## config.mk

```make
export PLATFORM = sky130hd
export DESIGN_NAME = tap_tempo_estimator_core
export DESIGN_NICKNAME = d
export VERILOG_FILES = /design/src/rtl/tte_pkg.sv /design/src/rtl/tte_fifo.sv /design/src/rtl/tte_div.sv /design/src/rtl/tte_front.sv /design/src/rtl/tte_back.sv /design/src/rtl/tap_tempo_estimator_core.sv
export VERILOG_INCLUDE_DIRS = /design/src /design/src/rtl
export SDC_FILE = /design/constraint.sdc
export NUM_CORES = 1
export LEC_CHECK = 0
export ABC_AREA = 1
export ABC_CLOCK_PERIOD_IN_PS = 3600
export BUFFER_PORTS_ARGS = -buffer_cell sky130_fd_sc_hd__buf_4
export CAP_MARGIN = 20
export CORE_ASPECT_RATIO = 1.4
export CORE_UTILIZATION = 38
export CTS_CLUSTER_DIAMETER = 50
export CTS_CLUSTER_SIZE = 12
export DETAILED_ROUTE_END_ITERATION = 8
export HOLD_SLACK_MARGIN = 0.03
export MAX_ROUTING_LAYER = met4
export SLEW_MARGIN = 20
export SYNTH_ARGS = -nofsm -noshare
export SYNTH_HDL_FRONTEND = slang
export SYNTH_SLANG_ARGS = --single-unit
```

## constraint.sdc

```tcl
create_clock -name aclk -period 3.6 [get_ports aclk]
set_input_delay 0.54 -clock aclk [delete_from_list [all_inputs] [get_ports aclk]]
set_output_delay 0.54 -clock aclk [all_outputs]
set_load 0.1 [all_outputs]
```

## src/rtl/assert_macros.svh

```systemverilog
// Assertion macros for the tap tempo RTL, included by tte_back.
// No dependencies; define ASSERT_OFF to compile the checks away.
`ifndef ASSERT_MACROS_SVH
`define ASSERT_MACROS_SVH
`ifndef ASSERT_OFF
`define TTE_ASSERT(label, clk, rstn, expr) \
    label: assert property (@(posedge clk) disable iff (!rstn) (expr)) \
        else $error("assertion failed: label");
`define TTE_ASSERT_IMPL(label, clk, rstn, ante, cons) \
    label: assert property (@(posedge clk) disable iff (!rstn) (ante) |-> (cons)) \
        else $error("assertion failed: label");
`else
`define TTE_ASSERT(label, clk, rstn, expr)
`define TTE_ASSERT_IMPL(label, clk, rstn, ante, cons)
`endif
`endif

```

## src/rtl/tte_pkg.sv

```systemverilog
// Shared types and constants of the tap tempo estimator.
// No dependencies; imported by every module of the block.
package tte_pkg;

    localparam logic [15:0] TIMEOUT_RESET = 16'd2000;
    localparam logic [15:0] BPM_NUMERATOR = 16'd60000;
    localparam int          MEAN_W        = 16;

    typedef enum logic [1:0] {
        F_IDLE,
        F_SUM,
        F_PUSH
    } front_state_t;

    typedef enum logic [1:0] {
        B_IDLE,
        B_MEAN,
        B_BPM,
        B_OUT
    } back_state_t;

endpackage

```

## src/rtl/tte_fifo.sv

```systemverilog
// Two-entry job queue between the front and back sections.
// Depends on tte_pkg only through the common import.
module tte_fifo
    import tte_pkg::*;
#(
    parameter int WIDTH = 21
) (
    input  logic             aclk,
    input  logic             aresetn,
    input  logic             push,
    input  logic [WIDTH-1:0] push_data,
    output logic             full,
    input  logic             pop,
    output logic [WIDTH-1:0] pop_data,
    output logic             empty
);

    logic [WIDTH-1:0] mem [2];
    logic             wr_ptr_reg;
    logic             rd_ptr_reg;
    logic [1:0]       count_reg;

    assign full     = (count_reg == 2'd2);
    assign empty    = (count_reg == 2'd0);
    assign pop_data = mem[rd_ptr_reg];

    always_ff @(posedge aclk) begin
        if (push) begin
            mem[wr_ptr_reg] <= push_data;
        end
    end

    always_ff @(posedge aclk) begin
        if (!aresetn) begin
            wr_ptr_reg <= 1'b0;
            rd_ptr_reg <= 1'b0;
            count_reg  <= 2'd0;
        end else begin
            if (push) begin
                wr_ptr_reg <= ~wr_ptr_reg;
            end
            if (pop) begin
                rd_ptr_reg <= ~rd_ptr_reg;
            end
            count_reg <= count_reg + {1'b0, push} - {1'b0, pop};
        end
    end

endmodule

```

## src/rtl/tte_div.sv

```systemverilog
// Shared restoring divider, one quotient bit per cycle.
// Depends on tte_pkg; used by the back section for both divisions.
module tte_div
    import tte_pkg::*;
#(
    parameter int WIDTH = 18
) (
    input  logic             aclk,
    input  logic             aresetn,
    input  logic             start,
    input  logic [WIDTH-1:0] dividend,
    input  logic [WIDTH-1:0] divisor,
    output logic             busy,
    output logic             done,
    output logic [WIDTH-1:0] quotient
);

    localparam int CNT_W = $clog2(WIDTH);

    logic [WIDTH-1:0] rem_reg;
    logic [WIDTH-1:0] quo_reg;
    logic [WIDTH-1:0] dvs_reg;
    logic [CNT_W-1:0] cnt_reg;
    logic             busy_reg;
    logic             done_reg;
    logic [WIDTH:0]   shifted;
    logic [WIDTH:0]   diff;

    assign shifted  = {rem_reg, quo_reg[WIDTH-1]};
    assign diff     = shifted - {1'b0, dvs_reg};
    assign busy     = busy_reg;
    assign done     = done_reg;
    assign quotient = quo_reg;

    always_ff @(posedge aclk) begin
        if (start) begin
            rem_reg <= '0;
            quo_reg <= dividend;
            dvs_reg <= divisor;
        end else if (busy_reg) begin
            rem_reg <= diff[WIDTH] ? shifted[WIDTH-1:0] : diff[WIDTH-1:0];
            quo_reg <= {quo_reg[WIDTH-2:0], ~diff[WIDTH]};
        end
    end

    always_ff @(posedge aclk) begin
        if (!aresetn) begin
            busy_reg <= 1'b0;
            done_reg <= 1'b0;
            cnt_reg  <= '0;
        end else if (start) begin
            busy_reg <= 1'b1;
            done_reg <= 1'b0;
            cnt_reg  <= '0;
        end else if (busy_reg) begin
            cnt_reg <= cnt_reg + 1'b1;
            if (cnt_reg == CNT_W'(WIDTH - 1)) begin
                busy_reg <= 1'b0;
                done_reg <= 1'b1;
            end
        end else begin
            done_reg <= 1'b0;
        end
    end

endmodule

```

## src/rtl/tte_front.sv

```systemverilog
// Front section: accepts taps, checks the timeout, keeps the gap ring
// and sums the counted gaps into a job. Depends on tte_pkg.
module tte_front
    import tte_pkg::*;
#(
    parameter int HISTORY_DEPTH = 4
) (
    input  logic                                     aclk,
    input  logic                                     aresetn,
    input  logic                                     s_valid,
    output logic                                     s_ready,
    input  logic [31:0]                              s_tap_time_ms,
    input  logic                                     cfg_valid,
    output logic                                     cfg_ready,
    input  logic [15:0]                              cfg_data,
    output logic                                     push,
    output logic [MEAN_W+2*$clog2(HISTORY_DEPTH):0]  push_data,
    input  logic                                     full
);

    localparam int IW = $clog2(HISTORY_DEPTH);
    localparam int SW = MEAN_W + IW;

    front_state_t    state_reg, state_next;
    logic [15:0]     timeout_reg;
    logic [31:0]     last_time_reg;
    logic            last_valid_reg;
    logic [IW-1:0]   ws_reg;
    logic [IW-1:0]   ws_inc;
    logic [IW-1:0]   idx_reg;
    logic [15:0]     gap_mem [HISTORY_DEPTH];
    logic [HISTORY_DEPTH-1:0] gap_ok_reg;
    logic [HISTORY_DEPTH-1:0] gap_ok_next;
    logic [SW-1:0]   sum_reg;
    logic [IW-1:0]   cnt_reg;
    logic            restart_reg;
    logic [31:0]     gap;
    logic            restart;
    logic            accept;

    assign cfg_ready = 1'b1;
    assign s_ready   = (state_reg == F_IDLE);
    assign accept    = s_valid && s_ready;
    assign gap       = s_tap_time_ms - last_time_reg;
    assign restart   = last_valid_reg && (gap > {16'd0, timeout_reg});
    assign ws_inc    = (ws_reg == IW'(HISTORY_DEPTH - 1)) ? '0 : ws_reg + 1'b1;
    assign push_data = {restart_reg, cnt_reg, sum_reg};

    always_comb begin
        gap_ok_next = gap_ok_reg;
        // drop every gap on restart; the slot after the new tap spans
        // newest to oldest and is recomputed by the next tap
        if (restart) begin
            gap_ok_next = '0;
        end else begin
            gap_ok_next[ws_reg] = last_valid_reg && (gap != 32'd0);
            gap_ok_next[ws_inc] = 1'b0;
        end
    end

    always_comb begin
        state_next = state_reg;
        push       = 1'b0;
        case (state_reg)
            F_IDLE: begin
                if (accept) begin
                    state_next = F_SUM;
                end
            end
            F_SUM: begin
                if (idx_reg == IW'(HISTORY_DEPTH - 1)) begin
                    state_next = F_PUSH;
                end
            end
            F_PUSH: begin
                if (!full) begin
                    push       = 1'b1;
                    state_next = F_IDLE;
                end
            end
            default: state_next = F_IDLE;
        endcase
    end

    always_ff @(posedge aclk) begin
        if (!aresetn) begin
            state_reg <= F_IDLE;
        end else begin
            state_reg <= state_next;
        end
    end

    always_ff @(posedge aclk) begin
        if (accept) begin
            gap_mem[ws_reg] <= gap[15:0];
            last_time_reg   <= s_tap_time_ms;
            restart_reg     <= restart;
        end
    end

    always_ff @(posedge aclk) begin
        if (!aresetn) begin
            timeout_reg    <= TIMEOUT_RESET;
            last_valid_reg <= 1'b0;
            ws_reg         <= '0;
            gap_ok_reg     <= '0;
            idx_reg        <= '0;
            sum_reg        <= '0;
            cnt_reg        <= '0;
        end else begin
            if (cfg_valid) begin
                timeout_reg <= cfg_data;
            end
            if (accept) begin
                gap_ok_reg     <= gap_ok_next;
                last_valid_reg <= 1'b1;
                ws_reg         <= ws_inc;
                idx_reg        <= '0;
                sum_reg        <= '0;
                cnt_reg        <= '0;
            end else if (state_reg == F_SUM) begin
                if (gap_ok_reg[idx_reg]) begin
                    sum_reg <= sum_reg + SW'(gap_mem[idx_reg]);
                    cnt_reg <= cnt_reg + 1'b1;
                end
                idx_reg <= idx_reg + 1'b1;
            end
        end
    end

endmodule

```

## src/rtl/tte_back.sv

```systemverilog
// Back section: takes jobs from the queue, divides for mean and tempo
// on the shared divider and holds the result register. Depends on tte_pkg.
`include "assert_macros.svh"
module tte_back
    import tte_pkg::*;
#(
    parameter int HISTORY_DEPTH = 4
) (
    input  logic                                     aclk,
    input  logic                                     aresetn,
    input  logic                                     empty,
    input  logic [MEAN_W+2*$clog2(HISTORY_DEPTH):0]  pop_data,
    output logic                                     pop,
    output logic                                     m_valid,
    input  logic                                     m_ready,
    output logic [15:0]                              m_mean_interval_ms,
    output logic [15:0]                              m_tempo_bpm,
    output logic                                     m_has_tempo,
    output logic                                     m_restarted
);

    localparam int IW = $clog2(HISTORY_DEPTH);
    localparam int SW = MEAN_W + IW;

    back_state_t   state_reg, state_next;
    logic [SW-1:0] job_sum;
    logic [IW-1:0] job_cnt;
    logic          job_restart;
    logic          div_start;
    logic [SW-1:0] div_dividend;
    logic [SW-1:0] div_divisor;
    logic          div_busy;
    logic          div_done;
    logic [SW-1:0] div_quo;
    logic [15:0]   mean_reg;
    logic [15:0]   bpm_reg;
    logic          has_reg;
    logic          rst_reg;
    logic          load_out;
    logic          m_valid_reg;

    assign job_sum     = pop_data[SW-1:0];
    assign job_cnt     = pop_data[SW+IW-1:SW];
    assign job_restart = pop_data[SW+IW];
    assign m_valid     = m_valid_reg;

    tte_div #(
        .WIDTH(SW)
    ) u_div (
        .aclk    (aclk),
        .aresetn (aresetn),
        .start   (div_start),
        .dividend(div_dividend),
        .divisor (div_divisor),
        .busy    (div_busy),
        .done    (div_done),
        .quotient(div_quo)
    );

    always_comb begin
        state_next   = state_reg;
        pop          = 1'b0;
        div_start    = 1'b0;
        div_dividend = job_sum;
        div_divisor  = SW'(job_cnt);
        load_out     = 1'b0;
        case (state_reg)
            B_IDLE: begin
                if (!empty) begin
                    pop = 1'b1;
                    if (job_restart || job_cnt == '0) begin
                        state_next = B_OUT;
                    end else begin
                        div_start  = 1'b1;
                        state_next = B_MEAN;
                    end
                end
            end
            B_MEAN: begin
                if (div_done) begin
                    div_start    = 1'b1;
                    div_dividend = SW'(BPM_NUMERATOR);
                    div_divisor  = SW'(div_quo[15:0]);
                    state_next   = B_BPM;
                end
            end
            B_BPM: begin
                if (div_done) begin
                    state_next = B_OUT;
                end
            end
            B_OUT: begin
                if (!m_valid_reg || m_ready) begin
                    load_out   = 1'b1;
                    state_next = B_IDLE;
                end
            end
            default: state_next = B_IDLE;
        endcase
    end

    always_ff @(posedge aclk) begin
        if (!aresetn) begin
            state_reg <= B_IDLE;
        end else begin
            state_reg <= state_next;
        end
    end

    always_ff @(posedge aclk) begin
        if (pop) begin
            mean_reg <= '0;
            bpm_reg  <= '0;
            has_reg  <= 1'b0;
            rst_reg  <= job_restart;
        end
        if (state_reg == B_MEAN && div_done) begin
            mean_reg <= div_quo[15:0];
        end
        if (state_reg == B_BPM && div_done) begin
            bpm_reg <= div_quo[15:0];
            has_reg <= 1'b1;
        end
        if (load_out) begin
            m_mean_interval_ms <= mean_reg;
            m_tempo_bpm        <= bpm_reg;
            m_has_tempo        <= has_reg;
            m_restarted        <= rst_reg;
        end
    end

    always_ff @(posedge aclk) begin
        if (!aresetn) begin
            m_valid_reg <= 1'b0;
        end else if (load_out) begin
            m_valid_reg <= 1'b1;
        end else if (m_ready) begin
            m_valid_reg <= 1'b0;
        end
    end

    `TTE_ASSERT_IMPL(a_div_start_idle, aclk, aresetn, div_start, !div_busy)
    `TTE_ASSERT_IMPL(a_div_done_state, aclk, aresetn, div_done,
        state_reg == B_MEAN || state_reg == B_BPM)
    `TTE_ASSERT_IMPL(a_tempo_sane, aclk, aresetn, m_valid_reg && m_has_tempo,
        m_mean_interval_ms != 16'd0 && !m_restarted)

endmodule

```

## src/rtl/tap_tempo_estimator_core.sv

```systemverilog
// Tap tempo estimator: mean tap interval and tempo from tap timestamps.
// Instantiates tte_front, tte_fifo and tte_back; depends on tte_pkg.
//
// Channels: s_valid/s_ready carry one tap timestamp (ms, 32 bit, wrapping).
// m_valid/m_ready carry one result per tap: mean interval, tempo in
// beats per minute, has_tempo and restarted. cfg_valid/cfg_ready write the
// restart timeout in ms; cfg_ready is always high, write only while idle.
// The front takes each accepted tap and sums the stored gaps of all
// HISTORY_DEPTH slots; the back then runs the shared 16+log2(HISTORY_DEPTH)
// bit divider twice, one quotient bit per cycle, and loads the output
// register. A tap that restarts history or has no gap skips the divider.
// The front accepts the next tap once it has pushed its job, while the
// back may still be dividing for the earlier one.
// A two-entry queue parts front and back; when the receiver stalls the
// result holds in the output register, the back waits and then the front.
// Reset clears tap history, the write slot and all valid marks and loads
// the default 2000 ms timeout.
module tap_tempo_estimator_core
    import tte_pkg::*;
#(
    parameter int HISTORY_DEPTH = 4
) (
    input  logic        aclk,
    input  logic        aresetn,
    input  logic        s_valid,
    output logic        s_ready,
    input  logic [31:0] s_tap_time_ms,
    output logic        m_valid,
    input  logic        m_ready,
    output logic [15:0] m_mean_interval_ms,
    output logic [15:0] m_tempo_bpm,
    output logic        m_has_tempo,
    output logic        m_restarted,
    input  logic        cfg_valid,
    output logic        cfg_ready,
    input  logic [15:0] cfg_data
);

    localparam int JW = MEAN_W + 2 * $clog2(HISTORY_DEPTH) + 1;

    logic          push;
    logic [JW-1:0] push_data;
    logic          full;
    logic          pop;
    logic [JW-1:0] pop_data;
    logic          empty;

    tte_front #(
        .HISTORY_DEPTH(HISTORY_DEPTH)
    ) u_front (
        .aclk         (aclk),
        .aresetn      (aresetn),
        .s_valid      (s_valid),
        .s_ready      (s_ready),
        .s_tap_time_ms(s_tap_time_ms),
        .cfg_valid    (cfg_valid),
        .cfg_ready    (cfg_ready),
        .cfg_data     (cfg_data),
        .push         (push),
        .push_data    (push_data),
        .full         (full)
    );

    tte_fifo #(
        .WIDTH(JW)
    ) u_fifo (
        .aclk     (aclk),
        .aresetn  (aresetn),
        .push     (push),
        .push_data(push_data),
        .full     (full),
        .pop      (pop),
        .pop_data (pop_data),
        .empty    (empty)
    );

    tte_back #(
        .HISTORY_DEPTH(HISTORY_DEPTH)
    ) u_back (
        .aclk              (aclk),
        .aresetn           (aresetn),
        .empty             (empty),
        .pop_data          (pop_data),
        .pop               (pop),
        .m_valid           (m_valid),
        .m_ready           (m_ready),
        .m_mean_interval_ms(m_mean_interval_ms),
        .m_tempo_bpm       (m_tempo_bpm),
        .m_has_tempo       (m_has_tempo),
        .m_restarted       (m_restarted)
    );

endmodule
```

==> flow_summary.yaml <==
floorplanning:
  die_h_um: 248
  ios: 90
  coreArea_um2: 42400
  start_util: 0.388
  die_area_um2: 44200
  rows: 89
  die_w_um: 178
detailed_routing:
  drt_iter0_drc: 661
  wl_per_cell_um: 14.8
  finalWirelength_um: 37500
  viasPerCell: 4.78
  drtPass1Iterations: 5
  ant_nets: 0
  drcViolationCount: 0
  num_vias: 12100
placed_design:
  place.gp.congestion: 0.916
  hpwl_um: 29000
  port_buffers: 88
logic_synthesis:
  synth_top_area_cell: "edfxtp_1"
  synthTopCellsByArea: "edfxtp_1 44%, dfxtp_1 10%, nand2_1 9.8%, ha_1 7.0%, inv_1 6.8%"
  synth_top_area_share: 0.438
  yosysWarnings: 0
  synth_seq_cells: 323
  synth_top_family_by_area: "simple AND/OR/NAND/NOR gates"
  netlist_instances: 1829
  ys.flop_type: "edfxtp_1"
  seq_area_frac_synth: 0.539
  yosysUniqueCellTypes: 52
  syn_area_per_cell_um2: 9.00
  synth_edf_count: 240
  synth_fp_nets: 1977
  yosys.area_share.simple: 0.183
  synth_fa_ha_area_frac: 0.0736
  synth_area_um2: 16500
  muxShareOfSynthArea: 0.00122
  synth-compound-area-share: 0.102
  synthXorXnorAreaFrac: 0.0218
  synth-async-reset-ratio: 0
final_layout:
  drive_above_1_share: 0.114
  diodes: 0
  nFillCells: 4091
  final_common_cell: "nand2_1"
  largest_reg_flops: 64
  layout_common_cells: "432 x nand2_1, 298 x inv_1, 240 x edfxtp_1"
  nNetsFinal: 2107
  area_delta_synth_final_pct: 16.5
timing:
  hold_slack_ns: 0.161
  rsz0062_at_grt: "false"
  max_slew_margin: 0.322
  setup_viol: 0
  drv_slew: 0
  fin_crit_sh: 0.880
  hold_violations: 0
  fin_setup_tns_ns: 0
  fmax_mhz: 316
  skew_ns: 0.0237
  period_minus_slack_ns: 3.17
  worstMarginPinSlew_ns: 1.02
global_routing:
  grt-ovfl-total: 0
  grt_pass1_vias: 12200
  grt_max_degree: 41
  grt_first_pass_wirelength_um: 61000
  grt.total_usage: 0.183
  antenna_found_initial: 0
cts:
  cts_tree: "yes"
  htree_num_levels: 2
  cts_resized: 0
  post_cts_buffers: 0
  cts_root_buf: "clkbuf_16"
  path_clk_slew_ns: 0.06
  worstSkewPairLatency_ns: 0.57
  clockBufferDepth: 3
  cts.hold.buffers_added: 0
  cts.sinks: 323
  numCtsBuffers: 38
worst_setup_path:
  cp.required_ns: 3.93
  startpoint_type: "flop"
  reg2regPathDepth: 19
  timing.rr.start: "u_front.last_time_reg[0]"
  critPathCapture: "u_front.restart_reg"
  arrival_ns: 3.50
  regToRegSetupSlack_ns: 0.43
  critPathMaxFanout: 5
  criticalPathCategory: "flop to flop"
  rr_endpoint: "u_front.restart_reg"
  crit_path_end_kind: "flop"
  critPathLaunch: "u_front.last_time_reg[0]"
power:
  ir_drop_mv: 0.369
  p_per_area_nw_per_um2: 597
  leakage_nw: 8.66
flow_run:
  max_cap_violations: 0
status:
  status: "completed"
hold_path:
  min_from: "s_tap_time_ms[0]"
  hp-class: "input pin to flop"
report_power, final:
group,switching (mW),internal [mW]
clock,1.58,2.17
combinational,2.00,0.946
sequential,0.186,4.57
worst min-delay path by stage:
stage                                    to  slack (ns)  cells past startpoint
2_1_floorplan  u_back.m_mean_interval_ms[0]        0.40                      0
3_3_place_gp          u_back.m_tempo_bpm[6]        0.40                      0
3_5_place_dp   u_back.m_mean_interval_ms[5]        0.40                      0
4_1_cts            u_front.last_time_reg[0]        0.13                      1
5_1_grt            u_front.last_time_reg[0]        0.13                      1
6_report           u_front.last_time_reg[0]        0.16                      1
Yosys cell counts (all sizes together), types with 18 or more instances:
cell type  number
nand2         440
inv           301
edfxtp        240
nor2          219
o21ai         106
a21oi         100
ha             92
dfxtp          83
nand3          52
clkbuf         23
xor2           23
xnor2          18
critical path: stages (launching register included):
cell	delay [ns]
edfxtp_1	0.38
ha_1	0.23
fa_1	0.40
inv_1	0.09
nand2_1	0.07
nand3_2	0.11
nand2_1	0.07
nand2_1	0.09
xor2_1	0.19
inv_1	0.12
ha_1	0.28
nand2_1	0.04
inv_1	0.06
nand3_1	0.10
nor3_1	0.22
nand4_1	0.12
nand2_1	0.10
nand3_2	0.13
nand2_1	0.09
inv_1	0.04
cell type report:
| class | instances | area, µm² | area share |
|---|---|---|---|
| clock buffer | 57 | 1060 | 0.0554 |
| clock inverter | 13 | 171 | 0.00893 |
| inverter | 304 | 1140 | 0.0595 |
| multi-input combinational | 1167 | 6320 | 0.329 |
| sequential | 323 | 8870 | 0.462 |
| tap | 546 | 683 | 0.0356 |
| timing repair buffer | 125 | 938 | 0.0489 |
cells by family (layout without fill, tap and decap cells):
| logic type | count (synthesis) | in the layout |
|---|---|---|
| AND/OR/NAND/NOR | 748 | 748 |
| XOR/XNOR | 41 | 41 |
| AO/OA/AOI/OAI | 280 | 280 |
| flip-flops | 323 | 323 |
| other | 1 | 1 |
| multiplexers | 2 | 2 |
| adder cells (fa/ha/maj) | 95 | 95 |
| buffers and inverters | 339 | 499 |
through the flow:
step / cells / power, mW / cell area, µm² / setup slack [ns] / util
after global placement: 2465 / 7.73 / 17900 / 0.219 / 0.423
after detailed placement: 2465 / 7.79 / 17900 / 0.185 / 0.423
after floorplan: 1829 / 6.98 / 16500 / 0.306 / -
final: 2535 / 11.5 / 19200 / 0.433 / 0.452
after CTS: 2535 / 11.6 / 19200 / 0.473 / 0.452
after global routing: 2535 / 12.1 / 19200 / 0.0723 / 0.452
routing by layer:
metal | global-route usage | vias up | share of wire
li1 | - | 6270 | -
met1 | 0.174 | 5542 | 0.37
met2 | 0.352 | 218 | 0.55
met3 | 0.0288 | 92 | 0.033
met4 | 0.0860 | 0 | 0.045
met5 | - | - | 0
No activity file was read; power rests on OpenSTA's default activity.
